<file path="src/hw/rtl/bfa_pkg.sv">
// Shared widths, operation codes and register indexes for the bitmap allocator.
package bfa_pkg;

  localparam int BITMAP_BYTES = 1024;
  localparam int RAM_AW       = $clog2(BITMAP_BYTES);
  localparam int CNT_W        = $clog2(BITMAP_BYTES + 1);
  localparam int POS_W        = 14;
  localparam int ADDR_W       = 10;
  localparam int BYTE_W       = 8;
  localparam int CFG_IDX_W    = 2;

  typedef enum logic [1:0] {
    OP_LOAD = 2'd0,
    OP_FIND = 2'd1,
    OP_MARK = 2'd2,
    OP_READ = 2'd3
  } op_e;

  localparam logic [CFG_IDX_W-1:0] CFG_BIT_COUNT = CFG_IDX_W'(0);
  localparam logic [CFG_IDX_W-1:0] CFG_RESERVED  = CFG_IDX_W'(1);

  typedef struct packed {
    logic             hit;
    logic [POS_W-1:0] pos;
  } byte_hit_t;

endpackage

</file>
<file path="src/hw/rtl/bfa_byte_check.sv">
// Finds the lowest clear bit of one bitmap byte whose position lies above the reserved count.
module bfa_byte_check
  import bfa_pkg::*;
(
  input  logic [BYTE_W-1:0] byte_data,
  input  logic [RAM_AW-1:0] byte_idx,
  input  logic [POS_W-1:0]  reserved_count,
  output byte_hit_t         result
);

  logic [POS_W-1:0] base;

  assign base = POS_W'({byte_idx, 3'b000}) + POS_W'(1);

  always_comb begin
    logic [POS_W-1:0] p;
    result = '0;
    // walk downward so the lowest qualifying bit wins
    for (int b = BYTE_W - 1; b >= 0; b--) begin
      p = base + POS_W'(b);
      if (!byte_data[b] && (p > reserved_count)) begin
        result.hit = 1'b1;
        result.pos = p;
      end
    end
  end

endmodule

</file>
<file path="config.mk">
export PLATFORM = sky130hd
export DESIGN_NAME = bfa_byte_check
export DESIGN_NICKNAME = d
export VERILOG_FILES = /design/src/hw/rtl/bfa_pkg.sv /design/src/hw/rtl/bfa_byte_check.sv
export SDC_FILE = /design/constraint.sdc
export NUM_CORES = 1
export LEC_CHECK = 0
export BUFFER_PORTS_ARGS = -buffer_cell sky130_fd_sc_hd__buf_4
export CORE_ASPECT_RATIO = 0.6
export CORE_MARGIN = 1.5
export CORE_UTILIZATION = 35
export DETAILED_ROUTE_END_ITERATION = 10
export REMOVE_ABC_BUFFERS = 1
export SLEW_MARGIN = 20
export SYNTH_ARGS = -nofsm -noshare
export SYNTH_HDL_FRONTEND = slang
export SYNTH_SLANG_ARGS = --single-unit
</file>
<file path="constraint.sdc">
create_clock -name vclk -period 5.4
set_clock_uncertainty 0.2 [all_clocks]
set_input_delay 0.54 -clock vclk [all_inputs]
set_output_delay 0.54 -clock vclk [all_outputs]
set_load 0.01 [all_outputs]
</file>
==> run_results.csv, run 1 <==
group,metric,value,unit
worst_hold_path,min_path_type,"input pin to output pin",
logic_synthesis,synth_cells,171,
pwr,power.static_leakage,0.832,nW
pwr,irDropWorstVdd,0.0528,mV
logic_synthesis,synth_area,0.00130,mm2
die,placeableCoreArea,0.00340,mm2
status,result_of_the_run,"finished clean",
logic_synthesis,synth-seq-area-share,0,%
clocking,post-cts-setup-buffers,0,
timing,max_slew.worst_pin.slew,0.840,ns
critical_path,critical-path-top-delay-family,"simple AND/OR/NAND/NOR gates",
global_routing,grt_pass1_wl,6180,um
placed_design,gp_congestion,0.943,
logic_synthesis,yosys.cell_types.count,53,
layout,fin_nets,273,
layout,num-fill-cells,346,
timing,final-hold-violation-count,0,
global_routing,globalRouteTotalUtil,18.7,%
layout,antenna_cells_inserted,0,
detailed_routing,ant_nets,0,
critical_path,critical_path.n_buffers_inverters,3,
placed_design,dp_hpwl,3270,um
logic_synthesis,synth.top_cell.area_share,22.1,%
timing,slew_headroom,43.8,%
die,die-area,0.00411,mm2
detailed_routing,route.vias.total,1461,
detailed_routing,detailedRoute.firstPassIterationCount,4,
critical_path,crit_arrival,3.37,ns
timing,layout_min_cycle_time,4.11,ns
critical_path,worstSetupPathType,"input pin to output pin",
logic_synthesis,synth_top_area_cell,"ha_1",
layout,ff_latch_area,0,um2
die,die_h,50.3,um
clocking,post_cts.resized_instances,0,
pwr,power_density,103,mW/mm2
logic_synthesis,yosysWarnings,0,
critical_path,crit_path_max_fanout,17,
critical_path,timing.critical_path.slowest_cell_delay,0.78,ns
critical_path,cp_cell_sequence,"buf_4, ha_1, nand3_1, nand3_2, a211oi_2, a221oi_2, nor4b_4, buf_4, nand2_4, o2bb2ai_2, buf_4",
timing,max_freq,243,MHz
die,effective_utilization_at_floorplan,38.3,%
global_routing,global_route.overflow_total,0,
layout,nClkBuffers,0,
die,row_count,16,
detailed_routing,detail_route.wl_per_cell,14.1,um
layout,design.seq.count,0,
placed_design,dp.cells,261,
worst_hold_path,min_delay_worst_endpoint,"result[5]",
timing,rsz0062_at_grt,"false",
detailed_routing,drt_first_iter_violations,129,
clocking,cts_hold_repair.buffers,0,
flow_run,max_cap_violations,0,
die,io_pins,47,
placed_design,place.port_buffers,47,
timing,number_of_setup_violations_in_the_final_report,0,
layout,share_of_layout_cells_above_drive_strength_1,33.8,%
timing,maxSlewViolCount,0,
timing,timing.setup.tns,0,ns
layout,area_growth_syn_to_layout,29.9,%
critical_path,critical_path_depth,11,
global_routing,antenna_violations_before_repair,0,
logic_synthesis,yosys-top-cells-area,"ha_1 (22%), nand3_1 (5.8%), inv_1 (5.5%), xnor2_1 (4.0%), a21oi_1 (3.8%)",
critical_path,critical_path.endpoint_type,"output pin",
critical_path,crit_path_frequent_cell,"buf_4",
layout,finish.cell_count_without_fillers,261,
detailed_routing,wirelength_routed,3680,um
die,die_width,81.8,um
critical_path,critical-path-slowest-cell,"nor4b_4",
layout,final_core_util,49.7,%
critical_path,crit_start,"byte_idx[2]",
worst_hold_path,min-delay-start,"byte_idx[2]",
timing,final.period_utilization,76.1,%
global_routing,first_global_vias,1310,
logic_synthesis,mean_area_per_synthesized_cell,7.62,um2
worst_hold_path,hold_path_depth,3,
critical_path,cp.required,4.66,ns
detailed_routing,drt_drc_violations_left,0,
global_routing,grt_start_max_net_pins,18,
pwr,totalPowerFinal,0.000175,W
critical_path,startpoint_type,"input pin",
detailed_routing,via_per_inst,5.60,
-- synth_stat cells, drive strengths merged, types with 2 or more instances --
| cell | number |
|---|---|
| a211oi | 5 |
| o22a | 2 |
| xnor2 | 6 |
| xor2 | 2 |
| inv | 19 |
| nor3 | 5 |
| nor2b | 2 |
| nand2 | 12 |
| nor2 | 12 |
| mux2 | 3 |
| o21ai | 15 |
| and3 | 4 |
| a221oi | 2 |
| a21oi | 11 |
| buf | 3 |
| nand3 | 16 |
| nand4b | 2 |
| o211ai | 2 |
| o2bb2ai | 2 |
| ha | 23 |
| nand4 | 3 |
-- where the power goes --
part / switching, W / leakage, nW / internal (W) / total, W
Clock: 0 / 0 / 0 / 0
Sequential: 0 / 0 / 0 / 0
Combinational: 0.0000919 / 0.832 / 0.0000829 / 0.000175
-- area by class of cell --
class / count / area, um2 / share of cell area (%)
well taps: 45 / 56.3 / 3.33
inverters: 19 / 71.3 / 4.22
multi-input cells: 149 / 1200 / 71.2
repair buffers: 48 / 360 / 21.3
-- how the worst max path moves through the flow --
stage | to | slack (ns)
floorplan | result[5] | 1.79
global placement | result[5] | 1.36
detailed placement | result[9] | 1.30
CTS | result[9] | 1.30
global route | result[5] | 1.10
finish | result[9] | 1.29
-- per-layer routing --
layer	GRT usage, %	wire length [um]	up-vias
met3	0.364	264	0
li1	-	-	740
met5	0	0	-
met4	0	0	0
met2	28.6	1520	51
met1	30.3	1890	670
-- through the flow --
stage	instance area (um2)	setup WS, ns	hold slack (ns)
after floorplan	1270	1.79	0.990
after global placement	1690	1.36	1.23
after detailed placement	1690	1.30	1.24
after CTS	1690	1.30	1.24
after global routing	1690	1.10	1.25
final	1690	1.29	1.23
-- placed cells by master, fill, tap and decap left out, types with 2 or more instances in the layout --
| cell type | count |
|---|---|
| a221oi_2 | 2 |
| a211oi_1 | 4 |
| nor2b_1 | 2 |
| mux2_2 | 3 |
| ha_1 | 23 |
| nand2_1 | 11 |
| a21oi_1 | 10 |
| o2bb2ai_2 | 2 |
| nor2_1 | 12 |
| buf_4 | 48 |
| nor3_1 | 2 |
| nand4_1 | 2 |
| o21ai_1 | 8 |
| and3_1 | 4 |
| inv_1 | 19 |
| nand3_1 | 15 |
| o211ai_1 | 2 |
| nor3_2 | 2 |
| o21ai_0 | 6 |
| xor2_1 | 2 |
| xnor2_1 | 6 |
-- kinds of logic after synthesis --
logic type | synth area share [%]
xor+xnor | 5.38
simple gates | 31.8
compound gates | 30.6
buf+inv | 7.59
mux | 2.59
fa+ha+maj | 22.1
(Power assumes the default switching activity.)
==> inputs of run 2 (changes only) <==
--- a/config.mk
+++ b/config.mk
@@ -5,6 +5,7 @@
 export SDC_FILE = /design/constraint.sdc
 export NUM_CORES = 1
 export LEC_CHECK = 0
+export ABC_AREA = 1
 export BUFFER_PORTS_ARGS = -buffer_cell sky130_fd_sc_hd__buf_4
 export CORE_ASPECT_RATIO = 0.6
 export CORE_MARGIN = 1.5
==> constraint.sdc (replaced) <==
create_clock -name vclk -period 4.3
set_clock_uncertainty 0.2 [all_clocks]
set_input_delay 0.43 -clock vclk [all_inputs]
set_output_delay 0.43 -clock vclk [all_outputs]
set_load 0.01 [all_outputs]
==> run_results.csv, run 2 <==
group,metric,value,unit
logic_synthesis,yosysWarnings,0,
pwr,power.share.combinational,100.0,%
detailed_routing,detailedRoute.firstPassIterationCount,4,
pwr,power.sequential.fraction,0,%
flow_run,max_cap_violations,0,
timing,layout_min_cycle_time,3.76,ns
global_routing,global_route.overflow_total,0,
layout,ff_latch_area,0,um2
die,effective_utilization_at_floorplan,36.3,%
layout,share_of_layout_cells_above_drive_strength_1,25.9,%
layout,nClkBuffers,0,
logic_synthesis,yosys-top-cells-area,"nand2_1 (23%), ha_1 (19%), inv_1 (12%), nor2_1 (7.8%), nand3_1 (7.7%)",
die,die_h,53.5,um
detailed_routing,via_per_inst,4.47,
critical_path,critical_path.endpoint_type,"output pin",
layout,design.seq.count,0,
critical_path,critical-path-slowest-cell,"ha_1",
logic_synthesis,yosys.cell_count.top_type,"nand2_1",
critical_path,crit_path_max_fanout,11,
critical_path,cp.required,3.67,ns
timing,maxSlewViolCount,0,
global_routing,antenna_violations_before_repair,0,
worst_hold_path,min_path_type,"input pin to output pin",
timing,slew_headroom,73.5,%
logic_synthesis,synth_area,0.00149,mm2
logic_synthesis,synth_top_area_cell,"nand2_1",
critical_path,timing.critical_path.slowest_cell_delay,0.28,ns
detailed_routing,drt_first_iter_violations,107,
pwr,swShare,58.7,%
pwr,totalPowerFinal,0.000234,W
layout,antenna_cells_inserted,0,
pwr,clkPwrFrac,0,%
logic_synthesis,mean_area_per_synthesized_cell,5.23,um2
critical_path,critical-path-top-delay-family,"simple AND/OR/NAND/NOR gates",
pwr,power.switching,0.000137,W
pwr,internal_power,0.0000966,W
die,placeableCoreArea,0.00410,mm2
logic_synthesis,post_synth_most_frequent_cells,"nand2_1 (93), inv_1 (48), nor2_1 (31), ha_1 (23), nand3_1 (23)",
global_routing,globalRouteTotalUtil,18.8,%
placed_design,gp_congestion,0.920,
timing,max_slew.worst_pin.slew,0.396,ns
logic_synthesis,yosys.cell_types.count,23,
layout,multi_input_comb_area,0.00125,mm2
timing,number_of_setup_violations_in_the_final_report,0,
logic_synthesis,synth_cells,284,
placed_design,place.port_buffers,47,
layout,finish.cell_count_without_fillers,388,
timing,final.period_utilization,87.5,%
status,result_of_the_run,"finished clean",
placed_design,dp_hpwl,3620,um
pwr,power_density,124,mW/mm2
global_routing,grt_pass1_wl,6940,um
layout,area_growth_syn_to_layout,26.9,%
worst_hold_path,min-delay-start,"byte_idx[4]",
clocking,post-cts-setup-buffers,0,
detailed_routing,wirelength_routed,4100,um
layout,mostFrequentLayoutCell,"nand2_1",
critical_path,worstSetupPathType,"input pin to output pin",
worst_hold_path,min_delay_worst_endpoint,"result[7]",
detailed_routing,ant_nets,0,
layout,num-fill-cells,482,
critical_path,crit_path_frequent_cell,"nand2_1",
timing,rsz0062_at_grt,"false",
detailed_routing,route.vias.total,1735,
critical_path,critical_path.n_buffers_inverters,3,
die,io_pins,47,
worst_hold_path,hold_path_depth,4,
logic_synthesis,synth-seq-area-share,0,%
global_routing,first_global_vias,1527,
detailed_routing,drt_drc_violations_left,0,
die,row_count,18,
timing,timing.setup.tns,0,ns
global_routing,grt_start_max_net_pins,14,
layout,fin_nets,385,
layout,final_core_util,46.0,%
clocking,cts_hold_repair.buffers,0,
critical_path,cp_cell_sequence,"buf_4, ha_1, nand2_1, nor2_1, nand3_1, nor3_1, nand2_1, nand2_1, inv_1, ha_1, nand2_1, nor2_1, nand2_1, a21oi_1, nor3_1, nand2_1, nand2_1, nor2_1, nand3_1, nand2_1, buf_4",
critical_path,crit_arrival,3.13,ns
timing,max_freq,266,MHz
die,die-area,0.00466,mm2
placed_design,dp.cells,388,
timing,final-hold-violation-count,0,
logic_synthesis,synth.top_cell.area_share,23.5,%
critical_path,startpoint_type,"input pin",
layout,layout.cells.most_common_list,"nand2_1 (93), inv_1 (48), buf_4 (48)",
pwr,power.static_leakage,1.15,nW
die,die_width,87.1,um
detailed_routing,detail_route.wl_per_cell,10.6,um
pwr,irDropWorstVdd,0.0494,mV
clocking,post_cts.resized_instances,0,
run 2: cell types whose count changed after synthesis, moves of 6 or more:
cell,before,now
nand2_1,11,93
inv_1,19,48
nor2_1,12,31
nand2_2,0,11
nand3_1,15,23
nor2_2,0,7
o21ai_1,8,1
inv_2,0,6
xnor2_1,6,0
run 2: tightest hold or removal path: stages:
cell     delay (ns)
buf_4          0.10
nand2_1        0.05
nand2_1        0.05
buf_4          0.11
run 2: stage by stage:
stage               cell area (um2)  hold slack [ns]  worst slack, ns
floorplan                      1450            0.779             1.23
global placement               1890            0.962            0.686
detailed placement             1890            0.964            0.565
CTS                            1890            0.964            0.540
global route                   1890             1.00            0.179
finish                         1890            0.958            0.538
run 2: per-layer routing:
metal  up-vias  part of all wire, %  wire length, um  track usage, %
met5         -                    0                0               0
met4         0                    0                0           0.794
met3         0                  6.5              266           0.624
met2        54                   36             1460            26.5
met1       719                   58             2370            31.4
li1        962                    -                -               -
run 2: power by group through the flow:
stage,sequential [W],combinational (W),clock [W]
6_report,0,0.000234,0
5_1_grt,0,0.000263,0
4_1_cts,0,0.000234,0
3_5_place_dp,0,0.000233,0
3_3_place_gp,0,0.000233,0
2_1_floorplan,0,0.000137,0
run 2: logic make-up after synthesis:
group,after synthesis,share of synthesized area (%)
buf+inv,58,16.0
compound gates,14,5.47
fa+ha+maj,23,19.4
xor+xnor,3,1.77
simple gates,186,57.4
run 2: worst max path at each step:
stage / slack, ns / cells after the start / start / end
2_1_floorplan: 1.23 / 19 / byte_idx[0] / result[10]
3_3_place_gp: 0.69 / 21 / byte_idx[0] / result[12]
3_5_place_dp: 0.56 / 21 / byte_idx[0] / result[12]
4_1_cts: 0.54 / 21 / byte_idx[0] / result[12]
5_1_grt: 0.18 / 21 / byte_idx[0] / result[8]
6_report: 0.54 / 21 / byte_idx[0] / result[12]
run 2: layout make-up:
type / count / share of cell area (%)
well taps: 60 / 3.98
multi-input cells: 226 / 66.2
inverters: 54 / 10.7
repair buffers: 48 / 19.1
